### src/rtl/ekdc_pkg.sv
// shared types, codes and decode functions of the escape key decoder
`timescale 1ns / 1ps

package ekdc_pkg;

   // field widths on the ports
   localparam int BYTE_W     = 8;
   localparam int KEY_W      = 9;
   localparam int CURSOR_W   = 10;
   localparam int REQ_DATA_W = 8;
   localparam int RSP_DATA_W = 32;
   localparam int CSR_DATA_W = 32;
   localparam int CSR_ADDR_W = 3;

   // register indexes, taken from csr address bit 2
   localparam logic REG_SCREEN_ROWS = 1'b0;
   localparam logic REG_SCREEN_COLS = 1'b1;

   // input beat kinds
   localparam logic OP_BYTE    = 1'b0;
   localparam logic OP_TIMEOUT = 1'b1;

   // bytes of interest
   localparam logic [BYTE_W-1:0] CHAR_ESC     = 8'h1b;
   localparam logic [BYTE_W-1:0] CHAR_QUIT    = 8'h11;
   localparam logic [BYTE_W-1:0] CHAR_BRACKET = 8'h5b;
   localparam logic [BYTE_W-1:0] CHAR_O       = 8'h4f;
   localparam logic [BYTE_W-1:0] CHAR_TILDE   = 8'h7e;
   localparam logic [BYTE_W-1:0] CHAR_ZERO    = 8'h30;
   localparam logic [BYTE_W-1:0] CHAR_ONE     = 8'h31;
   localparam logic [BYTE_W-1:0] CHAR_THREE   = 8'h33;
   localparam logic [BYTE_W-1:0] CHAR_FOUR    = 8'h34;
   localparam logic [BYTE_W-1:0] CHAR_FIVE    = 8'h35;
   localparam logic [BYTE_W-1:0] CHAR_SIX     = 8'h36;
   localparam logic [BYTE_W-1:0] CHAR_SEVEN   = 8'h37;
   localparam logic [BYTE_W-1:0] CHAR_EIGHT   = 8'h38;
   localparam logic [BYTE_W-1:0] CHAR_NINE    = 8'h39;
   localparam logic [BYTE_W-1:0] CHAR_A       = 8'h41;
   localparam logic [BYTE_W-1:0] CHAR_B       = 8'h42;
   localparam logic [BYTE_W-1:0] CHAR_C       = 8'h43;
   localparam logic [BYTE_W-1:0] CHAR_D       = 8'h44;
   localparam logic [BYTE_W-1:0] CHAR_F       = 8'h46;
   localparam logic [BYTE_W-1:0] CHAR_H       = 8'h48;

   // key codes
   localparam logic [KEY_W-1:0] KEY_ESC   = 9'h01b;
   localparam logic [KEY_W-1:0] KEY_QUIT  = 9'h011;
   localparam logic [KEY_W-1:0] KEY_LEFT  = 9'd256;
   localparam logic [KEY_W-1:0] KEY_RIGHT = 9'd257;
   localparam logic [KEY_W-1:0] KEY_UP    = 9'd258;
   localparam logic [KEY_W-1:0] KEY_DOWN  = 9'd259;
   localparam logic [KEY_W-1:0] KEY_DEL   = 9'd260;
   localparam logic [KEY_W-1:0] KEY_HOME  = 9'd261;
   localparam logic [KEY_W-1:0] KEY_END   = 9'd262;
   localparam logic [KEY_W-1:0] KEY_PGUP  = 9'd263;
   localparam logic [KEY_W-1:0] KEY_PGDN  = 9'd264;

   // parser phase
   typedef enum logic [3:0] {
      PH_IDLE  = 4'b0001,
      PH_ESC   = 4'b0010,
      PH_ESC_X = 4'b0100,
      PH_DIGIT = 4'b1000
   } phase_type;

   // key named by the digit of an ESC [ digit ~ sequence
   function automatic logic [KEY_W-1:0] decode_tilde(input logic [BYTE_W-1:0] digit);
      logic [KEY_W-1:0] key;
      case (digit)
         CHAR_ONE, CHAR_SEVEN:  key = KEY_HOME;
         CHAR_THREE:            key = KEY_DEL;
         CHAR_FOUR, CHAR_EIGHT: key = KEY_END;
         CHAR_FIVE:             key = KEY_PGUP;
         CHAR_SIX:              key = KEY_PGDN;
         default:               key = KEY_ESC;
      endcase
      return key;
   endfunction

   // key named by the two bytes after ESC
   function automatic logic [KEY_W-1:0] decode_pair(input logic [BYTE_W-1:0] a,
                                                    input logic [BYTE_W-1:0] b);
      logic [KEY_W-1:0] key;
      key = KEY_ESC;
      if (a == CHAR_BRACKET) begin
         case (b)
            CHAR_A:  key = KEY_UP;
            CHAR_B:  key = KEY_DOWN;
            CHAR_C:  key = KEY_RIGHT;
            CHAR_D:  key = KEY_LEFT;
            CHAR_H:  key = KEY_HOME;
            CHAR_F:  key = KEY_END;
            default: key = KEY_ESC;
         endcase
      end else if (a == CHAR_O) begin
         if (b == CHAR_H) key = KEY_HOME;
         else if (b == CHAR_F) key = KEY_END;
      end
      return key;
   endfunction

endpackage

### src/rtl/escape_key_decoder_cursor_core.sv
// escape sequence key decoder with a cursor held inside the screen
//
//   port group | direction | beat contents
//   req_*      | in        | tdata: in_byte[7:0]; tuser: op (1 = read timeout)
//   rsp_*      | out       | tdata: key_code[8:0], cursor_col[18:9], cursor_row[28:19]
//              |           | tuser: quit
//   csr_*      | in/out    | apb registers screen_rows at 0x0, screen_cols at 0x4
//
// one beat per cycle in and out while the result side does not stall; a result passes
// the input register, then the result register; parser and cursor state feed back, so
// each beat sees the state of the last; beats that only advance the parser give no result
// reset: parser idle, cursor at 0/0, screen 24 rows by 80 columns
// a stalled result holds while the next input beat moves into the input register
`timescale 1ns / 1ps

module escape_key_decoder_cursor_core #(
   parameter int DIM_BITS = 10
) (
   input  logic                              clock,
   input  logic                              reset,
   // input beats
   input  logic                              req_tvalid,
   output logic                              req_tready,
   input  logic [ekdc_pkg::REQ_DATA_W-1:0]   req_tdata,   // [7:0] in_byte
   input  logic                              req_tuser,   // [0] op
   // result beats
   output logic                              rsp_tvalid,
   input  logic                              rsp_tready,
   output logic [ekdc_pkg::RSP_DATA_W-1:0]   rsp_tdata,   // [8:0] key_code, [18:9] cursor_col,
                                                          // [28:19] cursor_row, [31:29] zero
   output logic                              rsp_tuser,   // [0] quit
   // configuration
   input  logic                              csr_psel,
   input  logic                              csr_penable,
   input  logic                              csr_pwrite,
   input  logic [ekdc_pkg::CSR_ADDR_W-1:0]   csr_paddr,
   input  logic [ekdc_pkg::CSR_DATA_W-1:0]   csr_pwdata,
   output logic [ekdc_pkg::CSR_DATA_W-1:0]   csr_prdata,
   output logic                              csr_pready
);
   import ekdc_pkg::*;

   localparam logic [DIM_BITS-1:0] ROWS_RESET = DIM_BITS'(24);
   localparam logic [DIM_BITS-1:0] COLS_RESET = DIM_BITS'(80);

   // configuration registers
   logic [DIM_BITS-1:0] screen_rows_ff, screen_rows_in;
   logic [DIM_BITS-1:0] screen_cols_ff, screen_cols_in;
   logic                csr_write;

   // input register
   logic                s1_valid_ff, s1_valid_in;
   logic                s1_op_ff;
   logic [BYTE_W-1:0]   s1_byte_ff;
   logic                advance;

   // parser and cursor state
   phase_type           phase_ff, phase_in;
   logic [BYTE_W-1:0]   first_seq_ff, first_seq_in;
   logic [BYTE_W-1:0]   second_seq_ff, second_seq_in;
   logic [DIM_BITS-1:0] col_ff, col_in;
   logic [DIM_BITS-1:0] row_ff, row_in;

   // decode results
   logic                has_result;
   logic [KEY_W-1:0]    key;
   logic [DIM_BITS-1:0] max_row, max_col;
   logic [DIM_BITS-1:0] row_clamp, col_clamp;
   logic [DIM_BITS-1:0] row_next, col_next;

   // result register
   logic                rsp_valid_ff, rsp_valid_in;
   logic [KEY_W-1:0]    rsp_key_ff;
   logic [CURSOR_W-1:0] rsp_col_ff;
   logic [CURSOR_W-1:0] rsp_row_ff;
   logic                rsp_quit_ff;

   // apb register writes and reads
   assign csr_pready = 1'b1;
   assign csr_write  = csr_psel & csr_penable & csr_pwrite & csr_pready;

   always_comb begin
      screen_rows_in = screen_rows_ff;
      screen_cols_in = screen_cols_ff;
      if (csr_write) begin
         unique case (csr_paddr[2])
            REG_SCREEN_ROWS: screen_rows_in = csr_pwdata[DIM_BITS-1:0];
            REG_SCREEN_COLS: screen_cols_in = csr_pwdata[DIM_BITS-1:0];
            default:         screen_rows_in = screen_rows_ff;
         endcase
      end
   end

   always_comb begin
      unique case (csr_paddr[2])
         REG_SCREEN_ROWS: csr_prdata = CSR_DATA_W'(screen_rows_ff);
         REG_SCREEN_COLS: csr_prdata = CSR_DATA_W'(screen_cols_ff);
         default:         csr_prdata = '0;
      endcase
   end

   // the input register moves on whenever the result register can take its beat
   assign advance     = s1_valid_ff & (~rsp_valid_ff | rsp_tready);
   assign req_tready  = ~s1_valid_ff | advance;
   assign s1_valid_in = req_tready ? req_tvalid : s1_valid_ff;

   // parser: one byte or timeout per beat
   always_comb begin
      phase_in      = phase_ff;
      first_seq_in  = first_seq_ff;
      second_seq_in = second_seq_ff;
      has_result    = 1'b0;
      key           = KEY_ESC;
      if (s1_op_ff == OP_TIMEOUT) begin
         if (phase_ff != PH_IDLE) begin
            phase_in   = PH_IDLE;
            has_result = 1'b1;
            key        = KEY_ESC;
         end
      end else begin
         unique case (phase_ff)
            PH_IDLE: begin
               if (s1_byte_ff == CHAR_ESC) begin
                  phase_in = PH_ESC;
               end else begin
                  has_result = 1'b1;
                  key        = KEY_W'(s1_byte_ff);
               end
            end
            PH_ESC: begin
               first_seq_in = s1_byte_ff;
               phase_in     = PH_ESC_X;
            end
            PH_ESC_X: begin
               second_seq_in = s1_byte_ff;
               if (first_seq_ff == CHAR_BRACKET && s1_byte_ff >= CHAR_ZERO
                   && s1_byte_ff <= CHAR_NINE) begin
                  phase_in = PH_DIGIT;
               end else begin
                  phase_in   = PH_IDLE;
                  has_result = 1'b1;
                  key        = decode_pair(first_seq_ff, s1_byte_ff);
               end
            end
            PH_DIGIT: begin
               phase_in   = PH_IDLE;
               has_result = 1'b1;
               key        = (s1_byte_ff == CHAR_TILDE) ? decode_tilde(second_seq_ff)
                                                       : KEY_ESC;
            end
            default: begin
               phase_in = PH_IDLE;
            end
         endcase
      end
   end

   // cursor: clamp to the current screen, then apply the key
   assign max_row   = (screen_rows_ff == '0) ? '0 : screen_rows_ff - 1'b1;
   assign max_col   = (screen_cols_ff == '0) ? '0 : screen_cols_ff - 1'b1;
   assign row_clamp = (row_ff > max_row) ? max_row : row_ff;
   assign col_clamp = (col_ff > max_col) ? max_col : col_ff;

   always_comb begin
      row_next = row_clamp;
      col_next = col_clamp;
      case (key)
         KEY_LEFT:  if (col_clamp != '0) col_next = col_clamp - 1'b1;
         KEY_RIGHT: if (col_clamp != max_col) col_next = col_clamp + 1'b1;
         KEY_UP:    if (row_clamp != '0) row_next = row_clamp - 1'b1;
         KEY_DOWN:  if (row_clamp != max_row) row_next = row_clamp + 1'b1;
         KEY_HOME:  col_next = '0;
         KEY_END:   col_next = max_col;
         KEY_PGUP:  row_next = '0;
         KEY_PGDN:  row_next = max_row;
         default:   ;
      endcase
   end

   assign row_in = (advance && has_result) ? row_next : row_ff;
   assign col_in = (advance && has_result) ? col_next : col_ff;

   // result register valid
   always_comb begin
      rsp_valid_in = rsp_valid_ff;
      if (advance) rsp_valid_in = has_result;
      else if (rsp_tready) rsp_valid_in = 1'b0;
   end

   // control state
   always_ff @(posedge clock) begin
      if (reset) begin
         screen_rows_ff <= ROWS_RESET;
         screen_cols_ff <= COLS_RESET;
         s1_valid_ff    <= 1'b0;
         phase_ff       <= PH_IDLE;
         col_ff         <= '0;
         row_ff         <= '0;
         rsp_valid_ff   <= 1'b0;
      end else begin
         screen_rows_ff <= screen_rows_in;
         screen_cols_ff <= screen_cols_in;
         s1_valid_ff    <= s1_valid_in;
         if (advance) phase_ff <= phase_in;
         col_ff         <= col_in;
         row_ff         <= row_in;
         rsp_valid_ff   <= rsp_valid_in;
      end
   end

   // payload registers
   always_ff @(posedge clock) begin
      if (req_tready && req_tvalid) begin
         s1_op_ff   <= req_tuser;
         s1_byte_ff <= req_tdata[BYTE_W-1:0];
      end
      if (advance) begin
         first_seq_ff  <= first_seq_in;
         second_seq_ff <= second_seq_in;
      end
      if (advance && has_result) begin
         rsp_key_ff  <= key;
         rsp_col_ff  <= CURSOR_W'(col_next);
         rsp_row_ff  <= CURSOR_W'(row_next);
         rsp_quit_ff <= (key == KEY_QUIT);
      end
   end

   // result beat
   assign rsp_tvalid = rsp_valid_ff;
   assign rsp_tdata  = RSP_DATA_W'({rsp_row_ff, rsp_col_ff, rsp_key_ff});
   assign rsp_tuser  = rsp_quit_ff;

endmodule

### config.mk
export PLATFORM = sky130hd
export DESIGN_NAME = escape_key_decoder_cursor_core
export DESIGN_NICKNAME = d
export VERILOG_FILES = /design/src/rtl/ekdc_pkg.sv /design/src/rtl/escape_key_decoder_cursor_core.sv
export SDC_FILE = /design/constraint.sdc
export NUM_CORES = 1
export LEC_CHECK = 0
export BUFFER_PORTS_ARGS = -buffer_cell sky130_fd_sc_hd__buf_2
export CORE_MARGIN = 5
export CORE_UTILIZATION = 30
export DETAILED_ROUTE_END_ITERATION = 6
export HOLD_SLACK_MARGIN = 0.08
export PLACE_DENSITY_LB_ADDON = 0.2
export SETUP_SLACK_MARGIN = 0.3
export SLEW_MARGIN = 20
export SYNTH_ARGS = -nofsm -noshare
export SYNTH_HDL_FRONTEND = slang
export SYNTH_SLANG_ARGS = --single-unit
### constraint.sdc
create_clock -name clock -period 9.3 [get_ports clock]
set_input_delay 1.86 -clock clock [delete_from_list [all_inputs] [get_ports clock]]
set_output_delay 1.86 -clock clock [all_outputs]
set_load 0.005 [all_outputs]
Word-level counts from Yosys, hierarchy flattened

Index checks and enable logic that the tools add are counted.

Register bits after elaboration: 101
Bits of input ports: 51
Output and inout port bits: 68
Logic and storage cells: 119

Add/subtract/negate cells: 6
Order comparisons: 4
Eq/ne operators: 35
Muxes and demuxes: 34
Bitwise operators: 9
Reduce and logical (&&, ||, !) cells: 16

Operators with widths:

| kind                                                               | count |
|---|---|
| 2-to-1 mux 10 bit                                                  | 8 |
| one-hot mux 10 bit (4 select lines)                                | 2 |
| equality test 8 x 7 -> 1 bit (second input constant)               | 9 |
| equality test 9 bit (second input constant)                        | 8 |
| one-hot mux 32 bit (2 select lines)                                | 1 |
| 2-to-1 mux 9 bit                                                   | 7 |
| equality test 8 x 6 -> 1 bit (second input constant)               | 7 |
| one-hot mux 9 bit (6 select lines)                                 | 1 |
| one-hot mux 9 bit (5 select lines)                                 | 1 |
| subtractor 10 x 1 -> 10 bit (second input constant)                | 4 |
| one-hot mux 9 bit (3 select lines)                                 | 1 |
| adder 10 x 1 -> 10 bit (second input constant)                     | 2 |
| > comparator 10 bit                                                | 2 |
| logical NOT 10 bit                                                 | 2 |
| != test 10 bit                                                     | 2 |
| nonzero test 10 bit                                                | 2 |
| 2-to-1 mux 4 bit                                                   | 4 |
| one-hot mux 4 bit (3 select lines)                                 | 1 |
| equality test 9 x 5 -> 1 bit (second input constant)               | 1 |
| AND reduction 3 bit                                                | 3 |
| equality test 8 x 5 -> 1 bit (second input constant)               | 1 |
| greater-or-equal comparator 8 x 6 -> 1 bit (second input constant) | 1 |
| <= comparator 8 x 6 -> 1 bit (second input constant)               | 1 |
| 2-to-1 mux 8 bit                                                   | 1 |
| other kinds (16)                                                   | 32 |

Logic depth before layout (Yosys ltp)

Gate-level depths: netlist of run 1.

Depth after elaboration: 10
Mapped depth: 24
Mapped depth without buffers: 20

Least setup slack after synthesis of run 1

No wires, ideal clock.

Path type: register to register
From: register screen_cols_ff[0]
To: register col_ff[6]
Setup time: 0.131 ns
Arrival time: 4.555 ns
Required time: 9.169 ns
Setup slack: 4.614 ns
Cell stages (with the launch flop): 22
Buffers on the path: 4
Clock period less this slack: 4.686 ns
Path through: dfxtp_1 clkbuf_1 inv_1 ha_1 nor4b_2 and3_1 buf_2 or2_2 ha_1 a211oi_1 nor2_1 or4_1 buf_2 and2_1 buf_6 mux2_2 ha_1 nand2_1 nor4_1 mux2i_1 a2111oi_0 nor3_1

Longest elaborated chain between the ends: 7
Elaborated cells on any way between the ends: 12
Those cells by class: add/sub: 3; order compare: 1; eq/ne: 1; mux: 5; reduce/logical: 2

RTL lines:

| element                                                           | line                                                                         | source |
|---|---|---|
| start, declared                                                   | escape_key_decoder_cursor_core.sv:48                                         | `logic [DIM_BITS-1:0] screen_cols_ff, screen_cols_in;` |
| start signal, assigned                                            | escape_key_decoder_cursor_core.sv:202                                        | `screen_cols_ff <= screen_cols_in;` |
| subtractor 10 x 1 -> 10 bit or logical NOT 10 bit (tied branches) | escape_key_decoder_cursor_core.sv:160                                        | `assign max_col = (screen_cols_ff == '0) ? '0 : screen_cols_ff - 1'b1;` |
| 2-to-1 mux 10 bit *                                               | escape_key_decoder_cursor_core.sv:160                                        |  |
| > comparator 10 bit                                               | escape_key_decoder_cursor_core.sv:162                                        | `assign col_clamp = (col_ff > max_col) ? max_col : col_ff;` |
| 2-to-1 mux 10 bit                                                 | escape_key_decoder_cursor_core.sv:162                                        |  |
| adder 10 x 1 -> 10 bit, or another cell as far along              | escape_key_decoder_cursor_core.sv:169                                        | `KEY_RIGHT: if (col_clamp != max_col) col_next = col_clamp + 1'b1;` |
| 2-to-1 mux 10 bit (on tied branches)                              | escape_key_decoder_cursor_core.sv:169, escape_key_decoder_cursor_core.sv:168 |  |
| one-hot mux 10 bit (4 select lines) *                             | escape_key_decoder_cursor_core.sv:167                                        | `case (key)` |
| end signal, assigned                                              | escape_key_decoder_cursor_core.sv:205                                        | `col_ff <= col_in;` |
| end, declared                                                     | escape_key_decoder_cursor_core.sv:61                                         | `logic [DIM_BITS-1:0] col_ff, col_in;` |

Every way passes the cells marked *; elsewhere a longest branch is shown, timed or not.
A chain may end at the register's enable or synchronous reset.

Final worst setup path of run 1

Ends and elaborated chain as after synthesis.

==> results of run 1 <==
per-layer routing:
metal,track usage (%),up-vias,share of wire [%]
met4,4.19,0,1.9
met3,2.31,35,4.4
li1,-,3828,-
met2,25.1,174,46
met1,22.3,3678,48
met5,0,-,0
layout by cell type, fill, tap and decap left out, drive strengths merged, types with 6 or more instances in the layout:
cell type,instances
xnor2,14
or4,7
a31oi,12
a311oi,13
a2111oi,6
o21ai,43
mux2,22
and2,28
a21oi,64
nor2b,8
nor2,88
o21a,7
edfxtp,55
nand2b,20
o2111ai,6
o211ai,10
xor2,7
inv,43
mux2i,13
or2,9
nand2,113
nor4b,10
nor4,22
conb,26
o22ai,17
ha,25
nand4,12
nor3,30
and3,15
nand3,26
buf,73
nand3b,18
clkbuf,9
o32ai,7
a211oi,13
dfxtp,46
or3,12
nor3b,6
cells in the mapped netlist, types with 17 or more instances:
| cell | instances | area, sq um |
|---|---|---|
| nand2_1 | 112 | 420 |
| nor2_1 | 88 | 330 |
| a21oi_1 | 63 | 315 |
| edfxtp_1 | 55 | 1650 |
| dfxtp_1 | 46 | 921 |
| inv_1 | 41 | 154 |
| clkbuf_1 | 35 | 131 |
| o21ai_0 | 35 | 175 |
| buf_4 | 29 | 218 |
| nand3_1 | 26 | 130 |
| nor3_1 | 26 | 130 |
| ha_1 | 25 | 313 |
| and2_1 | 24 | 150 |
| mux2_2 | 21 | 236 |
| nand2b_1 | 20 | 125 |
| nor4_1 | 19 | 119 |
| nand3b_1 | 17 | 128 |
critical path, delay by kind of cell (launching register included):
kind / cells / cell delay, ns
AO/OA/AOI/OAI: 3 / 1.18
adder cells (fa/ha/maj): 3 / 0.86
buffers and inverters: 2 / 0.26
flip-flops: 1 / 0.47
multiplexers: 2 / 0.52
AND/OR/NAND/NOR: 7 / 2.39
kinds of logic (layout without fill, tap and decap cells):
| logic type | count (synthesis) | in the layout |
|---|---|---|
| and+or+nand+nor | 450 | 450 |
| AOI/OAI and AO/OA | 261 | 261 |
| buffers and inverters | 130 | 130 |
| DFF | 101 | 101 |
| muxes | 35 | 35 |
| adders and majority gates | 25 | 25 |
| xor gates and xnor gates | 21 | 21 |
| other | 2 | 26 |
path summary, 6_finish.rpt:
check | endpoint | start | cells after the start
setup / recovery | col_ff[6] | screen_cols_ff[0] | 17
hold / removal | rsp_tvalid | rsp_tvalid | 2
setup reg to reg | col_ff[6] | screen_cols_ff[0] | 17
hold reg to reg | rsp_tvalid | rsp_tvalid | 2
metrics by stage:
stage | instance area [sq um] | utilization, % | worst slack, ns | hold WS (ns)
2_1_floorplan | 8600 | - | 4.61 | 0.459
3_3_place_gp | 8910 | 31.9 | 3.52 | 0.511
3_5_place_dp | 8910 | 31.9 | 3.52 | 0.516
4_1_cts | 9260 | 33.1 | 3.48 | 0.529
5_1_grt | 9260 | 33.2 | 3.11 | 0.560
6_report | 9260 | 33.2 | 3.45 | 0.520
report_power, final:
group          internal [uW]  total (uW)  leakage [uW]  switching, uW
Clock                    244         443      0.000164            199
Combinational           87.2         222       0.00232            134
Sequential               486         513      0.000887           27.0
Total                    817        1180       0.00337            360
area by class of cell:
| type | count | area, sq um | area share, % |
|---|---|---|---|
| sequential | 101 | 2570 | 27.8 |
| timing repair buffer | 73 | 378 | 4.08 |
| clock inverter | 7 | 120 | 1.30 |
| inverter | 41 | 154 | 1.66 |
| multi-input combinational | 818 | 5340 | 57.6 |
| clock buffer | 9 | 225 | 2.43 |
| tap | 378 | 473 | 5.11 |
registers in the layout (all words and copies together) (netlist names):
name,cells
first_seq_ff,8
col_ff,10
screen_cols_ff,10
s1_valid_ff,1
rsp_tuser,1
rsp_tvalid,1
s1_byte_ff,8
second_seq_ff,8
rsp_col_ff,10
rsp_key_ff,9
screen_rows_ff,10
row_ff,10
rsp_row_ff,10
s1_op_ff,1
phase_ff,4
==> results.md, run 1 <==
- Worst EP arrival: 6.06 ns
- Length of the first detailed-routing pass in iterations: 7
- Latest clock arrival within the worst-skew pair: 0.37 ns
- Clk_skew: approximately 0.017 ns
- Required arrival time at the worst endpoint: approximately 9.5 ns
- Flip-flop cell with the highest count after synthesis: edfxtp_1
- Critical path type: flop to flop
- Worst-Margin Slew: between 1 and 1.5 ns
- Highest cell delay on the worst timing path: 0.64 ns
- Count of warnings emitted by yosys: 0
- Startpoint type of the worst setup path: flop
- Total power density per cell area: 127 nW/um^2
- Tot GR Track Use: between 10% and 20%
- Average wire per standard cell: ~18 um
- Cell mode on critical path: ha_1
- Simple logic cell fraction of the synthesized area: about 30%
- Number of gates resized after CTS: 0
- Post-layout total power: approximately 1200 uW
- Floorplan die width: about 180 um
- Max-Slew Margin vs Limit: between 20% and 30%
- Max-cap violation count: 0
- Sum Neg Setup Slack: 0 ns
- CTS tree: yes
- Worst Setup End Kind: flop
- Worst reg2reg setup slack: ~3.4 ns
- IR drop worst, VDD: 0.107 mV
- Multiplexer share of the synthesized area: between 4 and 5%
- Final-report max-slew violation count: 0
- HPWL Detailed: between 15000 and 20000 um
- Count of flip-flops with a built-in enable after synthesis: 55
- Clock slew at the register clock pins of the worst setup and hold paths: ~0.090 ns
- Non-filler cells, final: 1427
- Number of CTS-inserted buffers: 9
- Number of H-tree levels: 3
- Average cell area after synthesis: 8.30 sq um
- Number of nets still failing antenna checks after routing: 0
- Die area: between 30000 and 40000 sq um
- Clock root buffer: clkbuf_16
- Number of inserted filler cells in the final layout: 2995
- Xor/xnor share of the synthesized area: under 10%
- Average vias per placed instance: between 5 and 6
- Post-layout nets: between 1000 and 1500
- Total gr overflow: 0
- Ys async rst share: 0%
- Initial antenna violation count: 0
- Die Y: roughly 180 um
- Global-route wire length before repair: just over 40000 um
- Antenna fix cells: 0
- Hold violation count in the final report: 0
- Number of distinct library cells after synthesis: between 100 and 150
- RSZ-0062 raised after global routing: no
- Setup fix buffers added after clock tree synthesis: 0
- Total of buffers placed on input and output ports: a little under 70
- Final period utilization: 62.9%
- Adder-cell share of the synthesized area: roughly 3.7%
- Endpoints failing setup: 0
- Cell Area, Synth: approximately 8500 sq um
- Top achievable clock speed: about 170 MHz
- Main combinational cell family by area after synthesis: simple AND/OR/NAND/NOR gates
- Final GP Congestion: around 0.86
- Layout cell share with drive strength beyond 1: between 10% and 20%
- Cell Chain, Critical Path: inv_1, ha_1, or4b_4, o21ai_0, inv_1, ha_1, o21ai_0, nor2_1, or4_1, and2_1, mux2_2, ha_1, nand2_1, nor4_1, mux2i_1, a2111oi_0, nor3_1
- Number of hold-repair buffers added at the cts stage: 0
- Area of the core: 27900 sq um
- Placed cells: approximately 1400
- CTS sink count: 101
- Yosys reg bits: between 100 and 150
- Register area share after synthesis: between 30% and 40%
- Core Rows: 61
- Aggregate routed wire length: between 20000 and 30000 um
- Area fraction in compound gates after synthesis: between 20% and 30%
- Via count of the routed design: 7715
- Post-Syn Instances: 1025
- Critical Path Fanout Max: 21
- Result of the run: finished, final reports clean
- Initial detailed-routing violation count: roughly 430
- Lkg Pwr: 0.00337 uW
- Effective utilization at floorplan: between 30 and 40%
- Via count of the first global-routing pass: 7257
- Post-layout minimum cycle time: 5.85 ns
- Clock Tree Buf Depth: 2
- Type of the worst min-delay path: flop to flop
- Top-Level Pins: around 120
- Drt drc: 0
- Slowest cell on crit path: or4_1
- Synth-to-layout area growth: 8.82%
- Maximum number of pins on one net before global-route repair: 68
Note: power is estimated with default switching activity, not from simulation.
==> run 2, diff against run 1 <==
--- a/config.mk
+++ b/config.mk
@@ -5,6 +5,7 @@
 export SDC_FILE = /design/constraint.sdc
 export NUM_CORES = 1
 export LEC_CHECK = 0
+export ABC_AREA = 1
 export BUFFER_PORTS_ARGS = -buffer_cell sky130_fd_sc_hd__buf_2
 export CORE_MARGIN = 5
 export CORE_UTILIZATION = 30
==> constraint.sdc (replaced) <==
create_clock -name clock -period 5.2 [get_ports clock]
set_input_delay 1.04 -clock clock [delete_from_list [all_inputs] [get_ports clock]]
set_output_delay 1.04 -clock clock [all_outputs]
set_load 0.005 [all_outputs]
==> run 2 against run 1 <==
Sequential share of layout area down 0.37 points; first-iteration DRC count up 6.8%; clock skew down 0.0080 ns; non-clock buffer count up 3; highest routed layer unchanged; setup slack worse by 2.7 ns; critical endpoint is now rsp_row_ff[2]; routed wire length down 4.2%; critical path type unchanged.
==> results.md, run 2 <==
- Die Y: 177 um (-0.53%)
- Cell area reported after detailed placement: 9050 sq um (+1.6%)
- Effective utilization at floorplan: 30.4% (-0.091 points)
- Lkg Pwr: 0.00439 uW (+30%)
- Hold violation count in the final report: 0 (unchanged)
- Final period utilization: 84.8% (+22 points)
- Clock Tree Buf Depth: 2 (unchanged)
- Latest clock arrival within the worst-skew pair: 0.35 ns (-0.02 ns)
- Result of the run: finished, final reports clean
- Initial detailed-routing violation count: 456 (+6.8%)
- Clock root buffer: clkbuf_16
- Number of distinct library cells after synthesis: 47 (-53%)
- Clock slew at the register clock pins of the worst setup and hold paths: 0.08 ns (about the same)
- Most used standard cell by instance count after synthesis: nand2_1
- CTS sink count: 101 (unchanged)
- Number of gates resized after CTS: 0 (unchanged)
- Count of flip-flops with a built-in enable after synthesis: 55 (unchanged)
- Sum Neg Setup Slack: 0 ns (unchanged)
- Number of inserted filler cells in the final layout: 3046 (+1.7%)
- Post-Syn Instances: 1247 (+22%)
- Average cell area after synthesis: 6.75 sq um (-19%)
- Type of the worst min-delay path: flop to flop
- Number of hold-repair buffers added at the cts stage: 0 (unchanged)
- CTS tree: yes
- HPWL Detailed: 19700 um (+3.3%)
- Final GP Congestion: 0.892 (+3.2%)
- Number of H-tree levels: 3 (unchanged)
- Via count of the first global-routing pass: 7329 (+0.99%)
- Critical path type: flop to flop
- Average vias per placed instance: 4.74 (-12%)
- Max-Slew Margin vs Limit: 55.4% (+28 points)
- Core Rows: 61 (unchanged)
- Area occupied by multi-input gates: 4940 sq um (-7.4%)
- Startpoint type of the worst setup path: flop
- Most used cells in the layout excluding fill and tap cells: nand2_1 (337), inv_1 (139), nand3_1 (135)
- Final core utilization: 33.9% (+0.73 points)
- Critical Path Fanout Max: 26 (+24%)
- Floorplan die width: 177 um (-0.53%)
- Storage element area: 2570 sq um (unchanged)
- Aggregate routed wire length: 24500 um (-4.2%)
- Top-Level Pins: 119 (unchanged)
- Post-layout nets: 1383 (+23%)
- Maximum number of pins on one net before global-route repair: 36 (-47%)
- Cell Area, Synth: 8420 sq um (-1.1%)
- Die area: 31500 sq um (-1.1%)
- Number of CTS-inserted buffers: 9 (unchanged)
- Area of the core: 27700 sq um (-0.82%)
- Yosys reg bits: 101 (unchanged)
- Max-cap violation count: 0 (unchanged)
- Length of the first detailed-routing pass in iterations: 5 (-2)
- Endpoints failing setup: 0 (unchanged)
- Worst Setup End Kind: flop
- Main area contributors after synthesis: edfxtp_1 (20%), nand2_1 (15%), dfxtp_1 (11%)
- Total gr overflow: 0 (unchanged)
- Post-layout minimum cycle time: 4.41 ns (-1.44 ns)
- Most common cell after layout, fill and taps aside: nand2_1
- Layout cell share with drive strength beyond 1: 18.1% (+3.0 points)
- Number of nets still failing antenna checks after routing: 0 (unchanged)
- IR drop worst, VDD: 0.166 mV (+54%)
- Final-report max-slew violation count: 0 (unchanged)
- Final design instance area without fill: 9390 sq um (+1.4%)
- Count of warnings emitted by yosys: 0 (unchanged)
- RSZ-0062 raised after global routing: no
- Share of the synthesized area in the top cell type: 19.6% (+0.22 points)
- Top post-synthesis cells by count: nand2_1 (337), inv_1 (140), nand3_1 (135)
- Total of buffers placed on input and output ports: 68 (unchanged)
- Top achievable clock speed: 227 MHz (+33%)
- Setup fix buffers added after clock tree synthesis: 0 (unchanged)
- Register area share after synthesis: 30.6% (+0.34 points)
- Antenna fix cells: 0 (unchanged)
- Flip-flop cell with the highest count after synthesis: edfxtp_1
- Global-route wire length before repair: 39000 um (-3.0%)
- Tot GR Track Use: 15.6% (-0.13 points)
- Drt drc: 0 (unchanged)
- Required arrival time at the worst endpoint: 5.31 ns (-4.20 ns)
- Average wire per standard cell: 14.5 um (-19%)
- Worst-Margin Slew: 0.666 ns (-0.413 ns)
- Worst EP arrival: 4.52 ns (-1.54 ns)
- Initial antenna violation count: 0 (unchanged)
- Via count of the routed design: 8005 (+3.8%)
- Clk_skew: 0.00928 ns (-0.00803 ns)
- Synth-to-layout area growth: 11.5%
- Yosys top cell by area: edfxtp_1
- Ys async rst share: 0% (unchanged)
- Total power density per cell area: 254 nW/um^2 (+100%)
-- run 2: worst paths after layout --
path | slack [ns] | to | cells past startpoint | from
worst max-delay path | 0.79 | rsp_row_ff[2] | 27 | screen_rows_ff[0]
worst min-delay path | 0.51 | phase_ff[3] | 2 | phase_ff[3]
worst max register to register | 0.79 | rsp_row_ff[2] | 27 | screen_rows_ff[0]
worst min register to register | 0.51 | phase_ff[3] | 2 | phase_ff[3]
-- run 2: stage by stage --
stage	power, uW	worst slack, ns	hold slack (ns)	cells
floorplan	1480	1.68	0.478	1271
global placement	1640	0.774	0.498	1674
detailed placement	1650	0.777	0.495	1674
finish	2380	0.789	0.514	1690
CTS	2410	0.772	0.515	1690
global route	2550	0.440	0.550	1690
-- run 2: final cells by class --
cell class | instances | area share (%)
Sequential cell | 101 | 27.4
Inverter | 173 | 6.94
Clock buffer | 10 | 2.67
Tap cell | 378 | 5.04
Timing Repair Buffer | 76 | 4.40
Multi-Input combinational cell | 946 | 52.7
Clock inverter | 6 | 0.893
-- run 2: layer usage --
layer / routed length, um / global-route usage, %
met1: 11900 / 21.8
met2: 10800 / 24.6
met3: 1160 / 2.34
met4: 615 / 5.41
met5: 0 / 0
-- run 2: logic make-up (layout without fill, tap and decap cells) --
logic type / after synthesis / in the layout / share of synthesized area (%)
AO/OA/AOI/OAI: 156 / 156 / 10.9
other: 2 / 26 / 0.0892
adder cells (fa/ha/maj): 25 / 25 / 3.72
buffers and inverters: 224 / 265 / 11.9
XOR/XNOR: 8 / 8 / 0.833
AND/OR/NAND/NOR: 731 / 731 / 42.0
flip-flops: 101 / 101 / 30.6
-- run 2: where the power goes --
part           total (uW)  switching (uW)  internal (uW)
Clock                 755             339            416
Sequential            911            31.8            879
Combinational         719             500            219
-- run 2: worst max-delay path, cell delays in order (launching register included) --
cell     delay, ns
dfxtp_1       0.38
inv_1         0.16
ha_1          0.26
nand3_2       0.09
inv_2         0.04
nand2_4       0.11
nand2_1       0.08
nor2_2        0.25
inv_2         0.08
ha_1          0.30
nand2_1       0.06
nor2_2        0.16
nand3_1       0.13
nand3_2       0.11
nand2_2       0.29
buf_12        0.29
nand3_1       0.07
nand2_1       0.09
nor2_1        0.11
nand2_1       0.09
nor2_4        0.24
nand2_2       0.24
nand2_1       0.11
nand2_1       0.05
nand3_1       0.08
nand3_1       0.07
nand2_1       0.16
inv_1         0.05
==> run 3, diff against run 2 <==
==> constraint.sdc (replaced) <==
create_clock -name clock -period 4.46 [get_ports clock]
set_input_delay 0.892 -clock clock [delete_from_list [all_inputs] [get_ports clock]]
set_output_delay 0.892 -clock clock [all_outputs]
set_load 0.005 [all_outputs]
==> run 3 against run 2 <==
Routed wire length grew 0.80%; sequential share of layout area shrank 0.49 points; clock-buffer cell count stayed put; flip-flop and latch count stayed put; combinational power is 23% higher; critical path type unchanged.
==> results.md, run 3 (synthesis gave the netlist of run 2 again) <==
- Result of the run: finished, final reports clean
- Average vias per placed instance: 4.77 (+0.68%)
- Share of total power in combinational logic: 31.9% (+1.8 points)
- Lkg Pwr: 0.00447 uW (+1.7%)
- Most common cell after layout, fill and taps aside: nand2_1
- Total power density per cell area: 290 nW/um^2 (+14%)
- Top-Level Pins: 119 (unchanged)
- Final worst-path setup slack: 0.638 ns (-0.151 ns)
- Post-Place Worst Slack: 0.248 ns (-0.530 ns)
- Type of the worst min-delay path: flop to flop
- Worst-Margin Slew: 0.854 ns (+0.188 ns)
- Clock Tree Buf Depth: 2 (unchanged)
- Aggregate routed wire length: 24700 um (+0.80%)
- Floorplan die width: 177 um (unchanged)
- Effective utilization at floorplan: 30.4% (unchanged)
- Total of buffers placed on input and output ports: 68 (unchanged)
- Tot GR Track Use: 15.8% (+0.17 points)
- Area of the core: 27700 sq um (unchanged)
- Die Y: 177 um (unchanged)
- Core Rows: 61 (unchanged)
- Clk_skew: 0.00899 ns (-0.000294 ns)
- Number of inserted filler cells in the final layout: 3030 (-0.53%)
- Final period utilization: 85.7% (+0.86 points)
- Length of the first detailed-routing pass in iterations: 5 (unchanged)
- Post-layout nets: 1393 (+0.72%)
- Final GP Congestion: 0.890 (-0.25%)
- Hold violation count in the final report: 0 (unchanged)
- Initial detailed-routing violation count: 438 (-3.9%)
- Final-report max-slew violation count: 0 (unchanged)
- Worst Setup End Kind: flop
- Initial antenna violation count: 0 (unchanged)
- Clock slew at the register clock pins of the worst setup and hold paths: 0.08 ns (about the same)
- Post-layout total power: 2780 uW (+16%)
- Global-route wire length before repair: 39600 um (+1.3%)
- Net switching power: 1040 uW (+19%)
- Required arrival time at the worst endpoint: 4.55 ns (-0.76 ns)
- Critical path type: flop to flop
- Via count of the first global-routing pass: 7538 (+2.9%)
- Worst reg2reg setup slack: 0.64 ns (-0.15 ns)
- Maximum number of pins on one net before global-route repair: 67 (+86%)
- Number of nets still failing antenna checks after routing: 0 (unchanged)
- Clock root buffer: clkbuf_16
- CTS sink count: 101 (unchanged)
- Average wire per standard cell: 14.5 um (+0.21%)
- CTS tree: yes
- Max-cap violation count: 0 (unchanged)
- Critical Path Fanout Max: 6 (-77%)
- HPWL Detailed: 19700 um (+0.39%)
- Internal power of the cells: 1740 uW (+15%)
- Antenna fix cells: 0 (unchanged)
- RSZ-0062 raised after global routing: no
- IR drop worst, VDD: 0.160 mV (-3.2%)
- Share of total power consumed by net switching: 37.5% (+0.94 points)
- Post-layout minimum cycle time: 3.82 ns (-0.589 ns)
- Die area: 31500 sq um (unchanged)
- Latest clock arrival within the worst-skew pair: 0.36 ns (about the same)
- Startpoint type of the worst setup path: flop
- Worst EP arrival: 3.91 ns (-0.61 ns)
- Max-Slew Margin vs Limit: 43.0% (-12 points)
- Layout cell share with drive strength beyond 1: 20.1% (+2.0 points)
- Top achievable clock speed: 262 MHz (+15%)
- Endpoints failing setup: 0 (unchanged)
- Sum Neg Setup Slack: 0 ns (unchanged)
- Most used cells in the layout excluding fill and tap cells: nand2_1 (333), inv_1 (137), nand3_1 (132)
- Number of CTS-inserted buffers: 9 (unchanged)
- Share of total power in the clock network: 29.8% (-1.9 points)
- Number of H-tree levels: 3 (unchanged)
- Total gr overflow: 0 (unchanged)
- Via count of the routed design: 8107 (+1.3%)
- Sequential power share: 38.3% (about the same)
- Synth-to-layout area growth: 13.6%
- Drt drc: 0 (unchanged)
run 3: metrics by stage:
stage	cell area [sq um]	utilization, %	cells	hold slack, ns
after floorplan	8510	-	1271	0.478
after global placement	9100	32.8	1680	0.496
after detailed placement	9100	32.8	1680	0.498
after CTS	9420	34.0	1696	0.518
after global routing	9560	34.5	1700	0.566
final	9560	34.5	1700	0.514
run 3: power groups by stage:
stage | registers (uW) | logic [uW] | clock network [uW]
after floorplan | 1070 | 655 | 0
after global placement | 1080 | 845 | 0
after detailed placement | 1080 | 850 | 0
after CTS | 1060 | 855 | 857
after global routing | 1070 | 993 | 898
final | 1060 | 885 | 829
run 3: worst paths after layout:
check | from | depth (start not counted) | end
max | screen_cols_ff[1] | 26 | rsp_col_ff[8]
min | rsp_tvalid | 2 | rsp_tvalid
max reg2reg | screen_cols_ff[1] | 26 | rsp_col_ff[8]
min reg2reg | rsp_tvalid | 2 | rsp_tvalid
run 3: layer usage:
layer  wire [um]  vias to the layer above  global-route usage, %
met5           0                        -                      0
met4         342                        0                   3.87
met3        1260                       22                   2.71
met2       11000                      182                   25.3
met1       12100                     3727                   22.1
li1            -                     4176                      -
run 3: timing repair:
action | 4_1_cts | 5_1_grt
setup endpoints to repair | 4 | 39
cloned | 0 | 0
setup buffers | 0 | 4
pin swaps | 1 | 5
hold buffers | 0 | 0
gates resized for setup | 4 | 28
run 3: final cells by class:
type	instances	area [sq um]	share of cell area, %
clock buffer	10	250	2.62
tap	378	473	4.95
sequential	101	2570	26.9
timing repair buffer	86	504	5.27
clock inverter	6	61.3	0.641
inverter	173	652	6.82
multi-input combinational	946	5050	52.8
run 3: worst max-delay path: stages, from the launching register on:
cell and delay, ns:
dfxtp_1 0.32, inv_1 0.15, ha_4 0.19, nand2_2 0.09
nor2_4 0.17, nand2_1 0.08, nand2_1 0.09, nand2_2 0.10
ha_1 0.30, nand2_1 0.07, nor2_2 0.15, nand3_1 0.10
nand3_1 0.18, nand2_2 0.12, nand2_1 0.14, nand2_4 0.09
inv_1 0.09, ha_2 0.23, nand3_2 0.14, nor2_4 0.15
nand4_1 0.09, nand2_1 0.08, nand2_1 0.05, nand2_1 0.06
o21ai_1 0.06, nor2_1 0.12, nand2_1 0.12
